`src/sv/rctm_pkg.sv`:
```
`default_nettype none

package rctm_pkg;

	localparam int TICK_FIELD_W   = 16;
	localparam int AVG_W          = 16;
	localparam int CNT_W          = 8;
	localparam int ACC_W          = 24;
	localparam int THR_W          = 6;
	localparam int DIV_CNT_W      = $clog2(ACC_W + 1);

	localparam int TICK_BITS_DEF  = 16;
	localparam int MAX_CYCLES_DEF = 255;

	localparam logic [CNT_W-1:0] CYC_RESET = CNT_W'(16);
	localparam logic [ACC_W-1:0] ACC_MAX   = {ACC_W{1'b1}};
	localparam logic [AVG_W-1:0] AVG_MAX   = {AVG_W{1'b1}};

	localparam logic [THR_W-1:0] THR_RISE  = THR_W'(30);
	localparam logic [THR_W-1:0] THR_FALL  = THR_W'(25);

	localparam logic OP_START   = 1'b0;
	localparam logic OP_EDGE    = 1'b1;
	localparam logic KIND_DRIVE = 1'b0;
	localparam logic KIND_DONE  = 1'b1;

	typedef enum logic [2:0] {
		ST_IDLE,
		ST_LO,
		ST_LO_WAIT,
		ST_HI,
		ST_HI_WAIT,
		ST_OUT
	} ctrl_state_t;

	typedef struct packed {
		logic             start;
		logic [ACC_W-1:0] dividend;
		logic [CNT_W-1:0] divisor;
	} div_req_t;

	typedef struct packed {
		logic             done;
		logic [ACC_W-1:0] quotient;
	} div_rsp_t;

	function automatic logic [AVG_W-1:0] sat_avg(input logic [ACC_W-1:0] q);
		logic [AVG_W-1:0] r;
		r = (q > ACC_W'(AVG_MAX)) ? AVG_MAX : q[AVG_W-1:0];
		return r;
	endfunction

endpackage

`default_nettype wire

```
`src/sv/rctm_in_if.sv`:
```
`default_nettype none

interface rctm_in_if import rctm_pkg::*; ();
	logic                    valid;
	logic                    ready;
	logic                    operation;
	logic [TICK_FIELD_W-1:0] elapsed_ticks;

	modport source (output valid, output operation, output elapsed_ticks, input ready);
	modport sink   (input valid, input operation, input elapsed_ticks, output ready);
endinterface

`default_nettype wire

```
`src/sv/rctm_out_if.sv`:
```
`default_nettype none

interface rctm_out_if import rctm_pkg::*; ();
	logic             valid;
	logic             ready;
	logic             result_kind;
	logic             drive_level;
	logic [THR_W-1:0] threshold_code;
	logic             await_rising;
	logic [AVG_W-1:0] average_low_ticks;
	logic [AVG_W-1:0] average_high_ticks;

	modport source (
		output valid, output result_kind, output drive_level, output threshold_code,
		output await_rising, output average_low_ticks, output average_high_ticks,
		input ready
	);
	modport sink (
		input valid, input result_kind, input drive_level, input threshold_code,
		input await_rising, input average_low_ticks, input average_high_ticks,
		output ready
	);
endinterface

`default_nettype wire

```
`src/sv/rctm_div.sv`:
```
`default_nettype none

// Restoring divider, one quotient bit per cycle: the dividend shifts out at the
// top while quotient bits shift in at the bottom.
module rctm_div import rctm_pkg::*; (
	input  wire  clk,
	input  wire  arst_n,
	input  div_req_t req,
	output div_rsp_t rsp
);

	logic [DIV_CNT_W-1:0] cnt_q;
	logic                 done_q;
	logic [ACC_W-1:0]     dvd_q;
	logic [CNT_W-1:0]     rem_q;
	logic [CNT_W-1:0]     dvs_q;

	logic [CNT_W:0]       shifted;
	logic [CNT_W:0]       diff;
	logic                 qbit;

	always_comb begin
		shifted = {rem_q, dvd_q[ACC_W-1]};
		diff    = shifted - {1'b0, dvs_q};
		qbit    = (shifted >= {1'b0, dvs_q});
	end

	always_ff @(posedge clk or negedge arst_n) begin
		if (!arst_n) begin
			cnt_q  <= '0;
			done_q <= 1'b0;
		end else begin
			done_q <= 1'b0;
			if (req.start) begin
				cnt_q <= DIV_CNT_W'(ACC_W);
			end else if (cnt_q != '0) begin
				cnt_q <= cnt_q - 1'b1;
				if (cnt_q == DIV_CNT_W'(1)) begin
					done_q <= 1'b1;
				end
			end
		end
	end

	always_ff @(posedge clk) begin
		if (req.start) begin
			dvd_q <= req.dividend;
			rem_q <= '0;
			dvs_q <= req.divisor;
		end else if (cnt_q != '0) begin
			rem_q <= qbit ? diff[CNT_W-1:0] : shifted[CNT_W-1:0];
			dvd_q <= {dvd_q[ACC_W-2:0], qbit};
		end
	end

	assign rsp.done     = done_q;
	assign rsp.quotient = dvd_q;

endmodule

`default_nettype wire

```
`src/sv/rctm_ctrl.sv`:
```
`default_nettype none

module rctm_ctrl import rctm_pkg::*; #(
	parameter int TICK_BITS = TICK_BITS_DEF
) (
	input  wire              clk,
	input  wire              arst_n,
	input  wire [CNT_W-1:0]  n_eff,
	rctm_in_if.sink          in_ch,
	rctm_out_if.source       out_ch,
	output div_req_t         div_req,
	input  div_rsp_t         div_rsp
);

	localparam int TICK_USE = (TICK_BITS < TICK_FIELD_W) ? TICK_BITS : TICK_FIELD_W;
	localparam logic [TICK_FIELD_W-1:0] TICK_MASK =
		{TICK_FIELD_W{1'b1}} >> (TICK_FIELD_W - TICK_USE);

	ctrl_state_t      state_q, state_d;
	logic             busy_q;
	logic             phase_q;
	logic [CNT_W-1:0] cl_q;
	logic [ACC_W-1:0] acc_q [2];
	logic [CNT_W-1:0] dvs_q;
	logic [AVG_W-1:0] avg_lo_q, avg_hi_q;

	logic             out_valid_q;
	logic             kind_q, level_q, rise_q;
	logic [THR_W-1:0] thr_q;
	logic [AVG_W-1:0] res_lo_q, res_hi_q;

	logic             out_free, in_fire, start_fire, edge_fire;
	logic [ACC_W:0]   sum;
	logic [ACC_W-1:0] acc_sat;
	logic [CNT_W-1:0] cl_dec;
	logic             load_drive, load_done, drive_lvl;

	always_comb begin
		out_free   = !out_valid_q || out_ch.ready;
		in_fire    = in_ch.valid && in_ch.ready;
		start_fire = in_fire && (in_ch.operation == OP_START);
		edge_fire  = in_fire && (in_ch.operation == OP_EDGE) && busy_q;
		sum        = {1'b0, acc_q[phase_q]}
			+ (ACC_W + 1)'(in_ch.elapsed_ticks & TICK_MASK);
		acc_sat    = sum[ACC_W] ? ACC_MAX : sum[ACC_W-1:0];
		// low half ends a full cycle
		cl_dec     = (!phase_q && cl_q != '0) ? cl_q - 1'b1 : cl_q;
	end

	assign in_ch.ready = (state_q == ST_IDLE) && out_free;

	always_comb begin
		state_d          = state_q;
		load_drive       = 1'b0;
		load_done        = 1'b0;
		drive_lvl        = 1'b1;
		div_req.start    = 1'b0;
		div_req.dividend = (state_q == ST_HI) ? acc_q[1] : acc_q[0];
		div_req.divisor  = dvs_q;
		unique case (state_q)
			ST_IDLE: begin
				if (start_fire) begin
					load_drive = 1'b1;
				end else if (edge_fire) begin
					if (cl_dec != '0) begin
						load_drive = 1'b1;
						drive_lvl  = !phase_q;
					end else begin
						state_d = ST_LO;
					end
				end
			end
			ST_LO: begin
				div_req.start = 1'b1;
				state_d       = ST_LO_WAIT;
			end
			ST_LO_WAIT: begin
				if (div_rsp.done) state_d = ST_HI;
			end
			ST_HI: begin
				div_req.start = 1'b1;
				state_d       = ST_HI_WAIT;
			end
			ST_HI_WAIT: begin
				if (div_rsp.done) state_d = ST_OUT;
			end
			ST_OUT: begin
				if (out_free) begin
					load_done = 1'b1;
					state_d   = ST_IDLE;
				end
			end
			default: state_d = ST_IDLE;
		endcase
	end

	always_ff @(posedge clk or negedge arst_n) begin
		if (!arst_n) begin
			state_q     <= ST_IDLE;
			busy_q      <= 1'b0;
			phase_q     <= 1'b0;
			cl_q        <= '0;
			acc_q[0]    <= '0;
			acc_q[1]    <= '0;
			out_valid_q <= 1'b0;
		end else begin
			state_q <= state_d;
			if (start_fire) begin
				busy_q   <= 1'b1;
				phase_q  <= 1'b1;
				cl_q     <= n_eff;
				acc_q[0] <= '0;
				acc_q[1] <= '0;
			end else if (edge_fire) begin
				// first full cycle is dropped
				if (cl_q < n_eff) acc_q[phase_q] <= acc_sat;
				cl_q    <= cl_dec;
				phase_q <= !phase_q;
				if (cl_dec == '0) busy_q <= 1'b0;
			end
			if (load_drive || load_done) begin
				out_valid_q <= 1'b1;
			end else if (out_ch.ready) begin
				out_valid_q <= 1'b0;
			end
		end
	end

	always_ff @(posedge clk) begin
		if (edge_fire && cl_dec == '0) dvs_q <= n_eff - 1'b1;
		if (state_q == ST_LO_WAIT && div_rsp.done) avg_lo_q <= sat_avg(div_rsp.quotient);
		if (state_q == ST_HI_WAIT && div_rsp.done) avg_hi_q <= sat_avg(div_rsp.quotient);
		if (load_drive) begin
			kind_q   <= KIND_DRIVE;
			level_q  <= drive_lvl;
			rise_q   <= drive_lvl;
			thr_q    <= drive_lvl ? THR_RISE : THR_FALL;
			res_lo_q <= '0;
			res_hi_q <= '0;
		end else if (load_done) begin
			kind_q   <= KIND_DONE;
			level_q  <= 1'b0;
			rise_q   <= 1'b0;
			thr_q    <= '0;
			res_lo_q <= avg_lo_q;
			res_hi_q <= avg_hi_q;
		end
	end

	assign out_ch.valid              = out_valid_q;
	assign out_ch.result_kind        = kind_q;
	assign out_ch.drive_level        = level_q;
	assign out_ch.threshold_code     = thr_q;
	assign out_ch.await_rising       = rise_q;
	assign out_ch.average_low_ticks  = res_lo_q;
	assign out_ch.average_high_ticks = res_hi_q;

endmodule

`default_nettype wire

```
`src/sv/rc_charge_time_measurer_top.sv`:
```
// Channel   Dir  Payload
// in_ch     in   operation, elapsed_ticks
// out_ch    out  result_kind, drive_level, threshold_code, await_rising,
//                average_low_ticks, average_high_ticks
// cfg       in   cycle_count via cfg_wr_en / cfg_wr_data
//
// A start item, or an edge item that does not end the run, puts its drive command
// into the output register, where it sits from the next edge.
// The final edge of a run launches two bit-serial divisions, low then high, on
// the one shared divider; the done result is loaded in ST_OUT after both.
// Input is held off while a division runs or while a result waits unclaimed.
// arst_n clears the run state, both accumulators and cycle_count to 16.
`default_nettype none

module rc_charge_time_measurer_top import rctm_pkg::*; #(
	parameter int TICK_BITS  = TICK_BITS_DEF,
	parameter int MAX_CYCLES = MAX_CYCLES_DEF
) (
	input  wire             clk,
	input  wire             arst_n,
	input  wire             cfg_wr_en,
	input  wire [CNT_W-1:0] cfg_wr_data,
	rctm_in_if.sink         in_ch,
	rctm_out_if.source      out_ch
);

	localparam int CYC_HI_I = (MAX_CYCLES < 255) ? MAX_CYCLES : 255;
	localparam logic [CNT_W-1:0] CYC_HI = CNT_W'(CYC_HI_I);
	localparam logic [CNT_W-1:0] CYC_LO = CNT_W'(2);

	logic [CNT_W-1:0] cycle_count_q;
	logic [CNT_W-1:0] n_eff;
	div_req_t         div_req;
	div_rsp_t         div_rsp;

	always_ff @(posedge clk or negedge arst_n) begin
		if (!arst_n) begin
			cycle_count_q <= CYC_RESET;
		end else if (cfg_wr_en) begin
			cycle_count_q <= cfg_wr_data;
		end
	end

	// clamp the live count into the usable range
	always_comb begin
		if (cycle_count_q < CYC_LO) begin
			n_eff = CYC_LO;
		end else if (cycle_count_q > CYC_HI) begin
			n_eff = CYC_HI;
		end else begin
			n_eff = cycle_count_q;
		end
	end

	rctm_ctrl #(
		.TICK_BITS (TICK_BITS)
	) u_ctrl (
		.clk     (clk),
		.arst_n  (arst_n),
		.n_eff   (n_eff),
		.in_ch   (in_ch),
		.out_ch  (out_ch),
		.div_req (div_req),
		.div_rsp (div_rsp)
	);

	rctm_div u_div (
		.clk    (clk),
		.arst_n (arst_n),
		.req    (div_req),
		.rsp    (div_rsp)
	);

endmodule

`default_nettype wire

```
`src/flat_wrapper.sv`:
```
// flat-port wrapper written by rule: the top's interface ports become plain ports
module rc_charge_time_measurer_top_flat import rctm_pkg::*;
#(
	parameter int TICK_BITS  = TICK_BITS_DEF,
	parameter int MAX_CYCLES = MAX_CYCLES_DEF
)
  (clk, arst_n, cfg_wr_en, cfg_wr_data, in_ch_valid, in_ch_operation, in_ch_elapsed_ticks, in_ch_ready, out_ch_valid, out_ch_result_kind, out_ch_drive_level, out_ch_threshold_code, out_ch_await_rising, out_ch_average_low_ticks, out_ch_average_high_ticks, out_ch_ready);
  rctm_in_if in_ch_i ();
  rctm_out_if out_ch_i ();
  input  wire clk;
  input  wire arst_n;
  input  wire cfg_wr_en;
  input  wire [CNT_W-1:0] cfg_wr_data;
  input wire logic [$bits(in_ch_i.valid)-1:0] in_ch_valid;
  input wire logic [$bits(in_ch_i.operation)-1:0] in_ch_operation;
  input wire logic [$bits(in_ch_i.elapsed_ticks)-1:0] in_ch_elapsed_ticks;
  output wire logic [$bits(in_ch_i.ready)-1:0] in_ch_ready;
  output wire logic [$bits(out_ch_i.valid)-1:0] out_ch_valid;
  output wire logic [$bits(out_ch_i.result_kind)-1:0] out_ch_result_kind;
  output wire logic [$bits(out_ch_i.drive_level)-1:0] out_ch_drive_level;
  output wire logic [$bits(out_ch_i.threshold_code)-1:0] out_ch_threshold_code;
  output wire logic [$bits(out_ch_i.await_rising)-1:0] out_ch_await_rising;
  output wire logic [$bits(out_ch_i.average_low_ticks)-1:0] out_ch_average_low_ticks;
  output wire logic [$bits(out_ch_i.average_high_ticks)-1:0] out_ch_average_high_ticks;
  input wire logic [$bits(out_ch_i.ready)-1:0] out_ch_ready;
  assign in_ch_i.valid = in_ch_valid;
  assign in_ch_i.operation = in_ch_operation;
  assign in_ch_i.elapsed_ticks = in_ch_elapsed_ticks;
  assign in_ch_ready = in_ch_i.ready;
  assign out_ch_valid = out_ch_i.valid;
  assign out_ch_result_kind = out_ch_i.result_kind;
  assign out_ch_drive_level = out_ch_i.drive_level;
  assign out_ch_threshold_code = out_ch_i.threshold_code;
  assign out_ch_await_rising = out_ch_i.await_rising;
  assign out_ch_average_low_ticks = out_ch_i.average_low_ticks;
  assign out_ch_average_high_ticks = out_ch_i.average_high_ticks;
  assign out_ch_i.ready = out_ch_ready;
  rc_charge_time_measurer_top #(.TICK_BITS(TICK_BITS), .MAX_CYCLES(MAX_CYCLES)) u_core (.clk(clk), .arst_n(arst_n), .cfg_wr_en(cfg_wr_en), .cfg_wr_data(cfg_wr_data), .in_ch(in_ch_i), .out_ch(out_ch_i));
endmodule
```
`config.mk`:
```
export PLATFORM = sky130hd
export DESIGN_NAME = rc_charge_time_measurer_top_flat
export DESIGN_NICKNAME = d
export VERILOG_FILES = /design/src/sv/rctm_pkg.sv /design/src/sv/rctm_in_if.sv /design/src/sv/rctm_out_if.sv /design/src/sv/rctm_div.sv /design/src/sv/rctm_ctrl.sv /design/src/sv/rc_charge_time_measurer_top.sv /design/src/flat_wrapper.sv
export SDC_FILE = /design/constraint.sdc
export NUM_CORES = 1
export LEC_CHECK = 0
export ABC_AREA = 1
export BUFFER_PORTS_ARGS = -buffer_cell sky130_fd_sc_hd__buf_4
export CELL_PAD_IN_SITES_DETAIL_PLACEMENT = 0
export CELL_PAD_IN_SITES_GLOBAL_PLACEMENT = 2
export CORE_MARGIN = 3
export CORE_UTILIZATION = 38
export CTS_BUF_LIST = sky130_fd_sc_hd__clkbuf_4
export DETAILED_ROUTE_END_ITERATION = 7
export MAX_ROUTING_LAYER = met4
export PLACE_DENSITY_LB_ADDON = 0.1
export SLEW_MARGIN = 20
export SYNTH_ARGS = -nofsm -noshare
export SYNTH_HDL_FRONTEND = slang
export SYNTH_SLANG_ARGS = --single-unit
```
`constraint.sdc`:
```
create_clock -name clk -period 3 [get_ports clk]
set_input_delay 0.15 -clock clk [delete_from_list [all_inputs] [get_ports clk]]
set_output_delay 0.15 -clock clk [all_outputs]
set_load 0.005 [all_outputs]
```
==> Word level (Yosys, flattened, before mapping) <==
Cells that the tools add are included.
{ "op_classes": {"addsub": 5, "magnitude_cmp": 7, "n_eq_ne": 12, "n_mux": 55, "n_bitwise": 2, "reduce_logical": 29} }
{ "op_table": {"columns": ["op", "n"], "rows": [
  ["two-way mux 24 bit", 8],
  ["two-way mux 48 bit", 3],
  ["bitwise mux 48 bit", 1],
  ["two-way mux 8 bit", 6],
  ["adder 24 x 16 -> 25 bit", 1],
  ["demux 24 bit (select 1 bit)", 1],
  ["greater-than comparator 24 x 16 -> 1 bit, second input constant", 1],
  ["two-way mux 1 bit", 23],
  ["two-way mux 3 bit", 7],
  ["case mux 3 bit (6 select lines)", 1],
  ["two-way mux 16 bit", 1],
  ["nonzero test 8 bit", 2],
  ["subtractor 8 x 1 -> 8 bit, second input constant", 2],
  ["two-way mux 6 bit", 2],
  ["inequality test 2 bit, second input constant", 6],
  ["nonzero test 2 bit", 6],
  ["logical AND 1 bit", 10],
  ["two-way mux 5 bit", 2],
  [">= comparator 9 x 8 -> 1 bit", 1],
  ["greater-than comparator 8 bit, second input constant", 1],
  ["zero test 8 bit", 1],
  ["less-than comparator 8 x 2 -> 1 bit, second input constant", 1],
  ["less-than comparator 8 bit", 1],
  ["subtractor 8 bit", 1],
  ["16 further kinds", 21]
]} }
{ "totals": {"ff_bits": 196, "in_bits": 30, "out_inout_bits": 43} }

==> Logic depth before layout (Yosys ltp) <==
{ "logic_depth": {"word_depth": 11, "depth_mapped": 18, "depth_no_buf": 17} }

==> Cells and area by module <==
A second synthesis with hierarchy kept.
{ "unflattened": {"cells_unflattened": 1244, "hier_area_um2": 10662.7} }
{ "by_module_without_submodules": {"columns": ["mod", "instances", "cells_per_inst", "area_each_um2", "seq_area_each_um2"], "rows": [
  ["rctm_ctrl", 1, 918, 7835.0, 3503.4],
  ["rctm_div", 1, 279, 2461.1, 1271.2],
  ["rc_charge_time_measurer_top", 1, 47, 366.6, 201.4]
]} }

==> Worst setup path before layout <==
No wires, ideal clock.
{ "synth_timing": {"path_kind": "register -> register", "from": "register u_core.u_ctrl.phase_q", "to": "register u_core.u_ctrl.acc_q[43] (netlist name)", "arrival_ns": 2.617, "setup_slack_ns": 0.266, "stages_incl_launch_ff": 16, "n_path_buf": 3, "synth_period_minus_slack_ns": 2.734, "path_cell_list": "dfrtp_1 -> clkbuf_1 -> clkbuf_1 -> o21ai_0 -> fa_1 -> nand3_1 -> nand3_1 -> nand2_1 -> a21oi_1 -> nand2_1 -> nand2_1 -> nand4_2 -> buf_2 -> nand3_1 -> nand2_1 -> nand2_1"} }
{ "synth_between": {"elab_chain_len": 10, "elab_cells_between_ends": 15} }
{ "synth_rtl": {"columns": ["element", "line_no", "source"], "rows": [
  ["from (decl)", "rctm_ctrl.sv:21", "logic phase_q;"],
  ["from (signal assigned)", "rctm_ctrl.sv:118", "phase_q <= !phase_q;"],
  ["NOT 1 -> 2 bit (not written as such) *", "rctm_ctrl.sv:43, rctm_ctrl.sv:116", null],
  ["two-way mux 24 bit (not written as such) (3 in series)", "rctm_ctrl.sv:43", "sum = {1'b0, acc_q[phase_q]}"],
  ["adder 24 x 16 -> 25 bit", "rctm_ctrl.sv:44", "+ (ACC_W + 1)'(in_ch.elapsed_ticks & TICK_MASK);"],
  ["two-way mux 24 bit", "rctm_ctrl.sv:45", "acc_sat = sum[ACC_W] ? ACC_MAX : sum[ACC_W-1:0];"],
  ["bitwise mux 48 bit *", "rctm_ctrl.sv:116", "if (cl_q < n_eff) acc_q[phase_q] <= acc_sat;"],
  ["two-way mux 48 bit *", "rctm_ctrl.sv:116", null],
  ["two-way mux 48 bit *", "rctm_ctrl.sv:114", "end else if (edge_fire) begin"],
  ["two-way mux 48 bit *", "rctm_ctrl.sv:108", "if (start_fire) begin"],
  ["to (signal, indexed assignment)", "rctm_ctrl.sv:116", null],
  ["to (decl)", "rctm_ctrl.sv:23", "logic [ACC_W-1:0] acc_q [2];"]
]} }
Every way passes the cells marked *; elsewhere a longest branch is shown, timed or not. The select of a mux whose other input is x is not followed.
A chain may end at the register's enable or synchronous reset.

==> Final worst setup path <==
{ "layout_timing": {"from": "register u_core.u_ctrl.phase_q", "to": "register u_core.u_ctrl.acc_q[17] (netlist name)"} }
Same word-level chain as after synthesis.

==> flow_metrics.tcl <==
set metrics [dict create \
    status "complete, no violations" \
    comb_power_share_pct 46.6 \
    htree_num_levels 4 \
    crit_path_start "u_core.u_ctrl.phase_q$_DFFE_PN0N_" \
    synth_seq_cells 192 \
    critical-path-max-stage-delay_ns 0.52 \
    post_drt_wl_per_cell_um 15.1 \
    power.density_nw_per_um2 953 \
    finalCriticalPeriod_ns 2.73 \
    dp_hpwl_mm 18.5 \
    max_freq_mhz 367 \
    crit_family "compound AO/OA/AOI/OAI gates" \
    syn_to_final_growth_pct 15.5 \
    synth.avg_cell_area_um2 8.11 \
    die_y_um 167 \
    timing.critical_path.cells "buf_4, o21ai_0, ha_1, a21oi_1, o21ai_0, a21oi_1, nand2_1, nand2_1, nand3_1, nand2_1, nand2_1" \
    r2r_start "u_core.u_ctrl.phase_q$_DFFE_PN0N_" \
    p_int_w 0.00608 \
    hold_class "input port to flip-flop" \
    io_pins 73 \
    grt_max_degree 40 \
    ys_seq_area_share_pct 50.3 \
    syn_nets 1289 \
    drive_gt1_share_pct 11.0 \
    synth_area_um2 9890 \
    sw_frac_of_total_pct 44.1 \
    vias 7855 \
    clkSinkCount 192 \
    relSlewSlack_pct 34.7 \
    synth_cell_type_count 42 \
    grt_pass1_vias 7696 \
    drc 0 \
    netlist_instances 1220 \
    port_buffers 71 \
    place_ws_ns 0.226 \
    fin_util_pct 45.0 \
    rsz0062_at_grt "false" \
    drt_iter0_markers 608 \
    arrival_ns 3.22 \
    viasPerCell 4.73 \
    synth_ff_type "edfxtp_1" \
    crit_fanout 10 \
    initial_core_util_pct 39.0 \
    hold_viol_final 0 \
    finalCritPeriodShare_pct 90.9 \
    cts_buffer_depth 2 \
    worst_path_max_delay_cell "dfrtp_2" \
    synth_edf_count 75 \
    cp-start-kind "flip-flop" \
    cts_buffers 17 \
    power_w 0.0109 \
    max_slew.worst_pin.slew_ns 0.979 \
    clockPowerShare_pct 14.2 \
    ir_drop_mv 0.343 \
    overflow 0 \
    endpoint_kind "flip-flop" \
    die_area_um2 28000 \
    p_switching_w 0.00481 \
    drv_slew 0 \
    ys_async_sr_fraction_pct 39.6 \
    synth_top_cell_area_share_pct 22.8 \
    final_nets 1387 \
    clk_pin_slew_ns 0.18 \
    insertion_delay_ns 0.60 \
    drv_cap 0 \
    die_x_um 167 \
    synthTopCellsByCount "nand2_1, inv_1, nor2_1, dfrtp_1, edfxtp_1" \
    dr.pass1.iters 4 \
    rows 58 \
    yosysTopAreaCell "edfxtp_1" \
    setup_ws_ns 0.274 \
    core_um2 25400 \
    gp_congestion 0.801 \
    yosysMostFrequentCell "nand2_1" \
    ant_nets 0 \
    ys_warn_count 0 \
    hold_start "in_ch_elapsed_ticks[1]" \
    finClkSkew_ns 0.0385 \
    tns_ns 0 \
    grt_use_total_pct 18.8 \
    finalSetupViolCount 0 \
    cpMostUsedCell "nand2_1" \
    p_leak_nw 5.40 \
    path_buf_inv 1 \
    power_frac_seq_pct 39.2 \
    synth.area.top_cells "edfxtp_1, dfrtp_1, nand2_1, dfxtp_1, inv_1" \
    antenna_found_initial 1 \
    path_class "flip-flop to flip-flop" \
    wirelength_mm 25.1 \
    grt_pass1_wl_mm 41.3 \
    critical_path_required_ns 3.49 \
    cts_tree "built" \
    clockRootBuffer "clkbuf_4" \
]
## metrics by stage
step | hold WS [ns] | area, um2 | instances
2_1_floorplan | -0.146 | 9890 | 1220
3_3_place_gp | 0.185 | 10800 | 1602
3_5_place_dp | 0.191 | 10800 | 1602
4_1_cts | 0.0318 | 11400 | 1661
5_1_grt | 0.0546 | 11400 | 1662
6_report | 0.0690 | 11400 | 1662
## per-layer routing
metal / vias up / part of all wire, % / global-route usage, %
met3: 9 / 3.1 / 2.57
li1: 4159 / - / -
met2: 120 / 44 / 27.8
met1: 3567 / 53 / 28.0
met5: - / 0 / -
met4: 0 / 0.58 / 3.49
## final cells by class
class,instances,area [um2]
Clock buffer,17,128
Tap cell,330,413
Sequential cell,192,4980
Clock inverter,15,221
Inverter,143,537
Timing Repair Buffer,118,978
Antenna cell,1,2.50
Multi-Input combinational cell,846,4170
Fill cell,2636,14000
## state kept, by name (all words and copies together) (netlist names)
| register | flops |
|---|---|
| u_core.cycle_count_q | 8 |
| u_core.u_ctrl.acc_q | 48 |
| u_core.u_ctrl.avg_hi_q | 16 |
| u_core.u_ctrl.avg_lo_q | 16 |
| u_core.u_ctrl.busy_q | 1 |
| u_core.u_ctrl.cl_q | 8 |
| u_core.u_ctrl.dvs_q | 8 |
| u_core.u_ctrl.out_ch.average_high_ticks | 16 |
| u_core.u_ctrl.out_ch.average_low_ticks | 16 |
| u_core.u_ctrl.out_ch.result_kind | 1 |
| u_core.u_ctrl.out_ch.threshold_code | 3 |
| u_core.u_ctrl.out_ch.valid | 1 |
| u_core.u_ctrl.phase_q | 1 |
| u_core.u_ctrl.state_q | 3 |
| u_core.u_div.cnt_q | 5 |
| u_core.u_div.done_q | 1 |
| u_core.u_div.dvd_q | 24 |
| u_core.u_div.dvs_q | 8 |
| u_core.u_div.rem_q | 8 |
## worst paths after layout
kind,endpoint,slack [ns],cells after the start
max in group asynchronous,u_core.u_ctrl.cl_q[2]$_DFFE_PN0N_,2.20,3
worst max register to register,u_core.u_ctrl.acc_q[17]$_DFFE_PN0P_,0.27,11
min in group asynchronous,u_core.cycle_count_q[5]$_DFFE_PN0P_,0.08,2
worst min-delay path,u_core.u_ctrl.acc_q[1]$_DFFE_PN0P_,0.07,6
worst min register to register,u_core.u_div.dvs_q[3]$_DFFE_PN_,0.44,0
worst max-delay path,u_core.u_ctrl.acc_q[17]$_DFFE_PN0P_,0.27,11
## what timing repair did
| item | 4_1_cts | 5_1_grt |
|---|---|---|
| resized for setup | 0 | 1 |
| hold buffers | 27 | 0 |
| setup endpoints to repair | 0 | 22 |
| endpoints found under the hold margin | 49 | 0 |
| setup buffers | 0 | 0 |
## cell usage in the layout, fill, tap and decap left out, types with 2 or more instances in the layout
master | netlist | routed
nand2_1 | 432 | 432
inv_1 | 138 | 138
nor2_1 | 89 | 89
buf_4 | 9 | 89
edfxtp_1 | 75 | 75
dfrtp_1 | 75 | 74
a21oi_1 | 68 | 68
nand3_1 | 55 | 55
o21ai_0 | 53 | 53
dfxtp_1 | 41 | 41
ha_1 | 37 | 37
dlygate4sd3_1 | 0 | 27
xor2_1 | 19 | 19
clkbuf_4 | 0 | 17
a221oi_1 | 16 | 16
o22ai_1 | 9 | 9
nor2_2 | 7 | 7
nand4_1 | 7 | 7
o221ai_1 | 7 | 7
clkinv_8 | 0 | 7
nor3_1 | 7 | 6
o211ai_1 | 5 | 5
inv_12 | 0 | 5
nand2_2 | 4 | 4
a21o_1 | 4 | 4
nor4_1 | 4 | 3
clkinv_1 | 3 | 3
nand3b_1 | 3 | 3
o21bai_1 | 3 | 3
or2_2 | 3 | 3
inv_2 | 2 | 2
o21ai_1 | 2 | 2
xnor2_1 | 2 | 2
fa_1 | 2 | 2
inv_6 | 0 | 2
buf_12 | 0 | 2
## power groups by stage
| stage | registers [W] | logic (W) | clock network (W) |
|---|---|---|---|
| 2_1_floorplan | 0.00416 | 0.00356 | 0 |
| 3_3_place_gp | 0.00432 | 0.00508 | 0 |
| 3_5_place_dp | 0.00432 | 0.00509 | 0 |
| 4_1_cts | 0.00426 | 0.00513 | 0.00160 |
| 5_1_grt | 0.00439 | 0.00588 | 0.00171 |
| 6_report | 0.00427 | 0.00507 | 0.00155 |
## logic make-up (layout without fill, tap and decap cells)
logic type                 count (synthesis)  after routing  share of synthesized area (%)
adders and majority gates                 39             39                           5.08
xor gates and xnor gates                  21             21                           1.86
other                                      1              2                         0.0379
DFF                                      192            192                           50.3
and+or+nand+nor                          615            615                           25.1
buffers and inverters                    182            293                           7.64
AOI/OAI and AO/OA                        170            170                           9.96
## worst register-to-register path: cells and delay by family (launching register included)
family	cells	cell delay, ns
compound gates	4	1.08
flops	1	0.52
simple gates	5	0.48
fa+ha+maj	1	0.36
buf+inv	1	0.19
No activity file was read; power rests on OpenSTA's default activity.
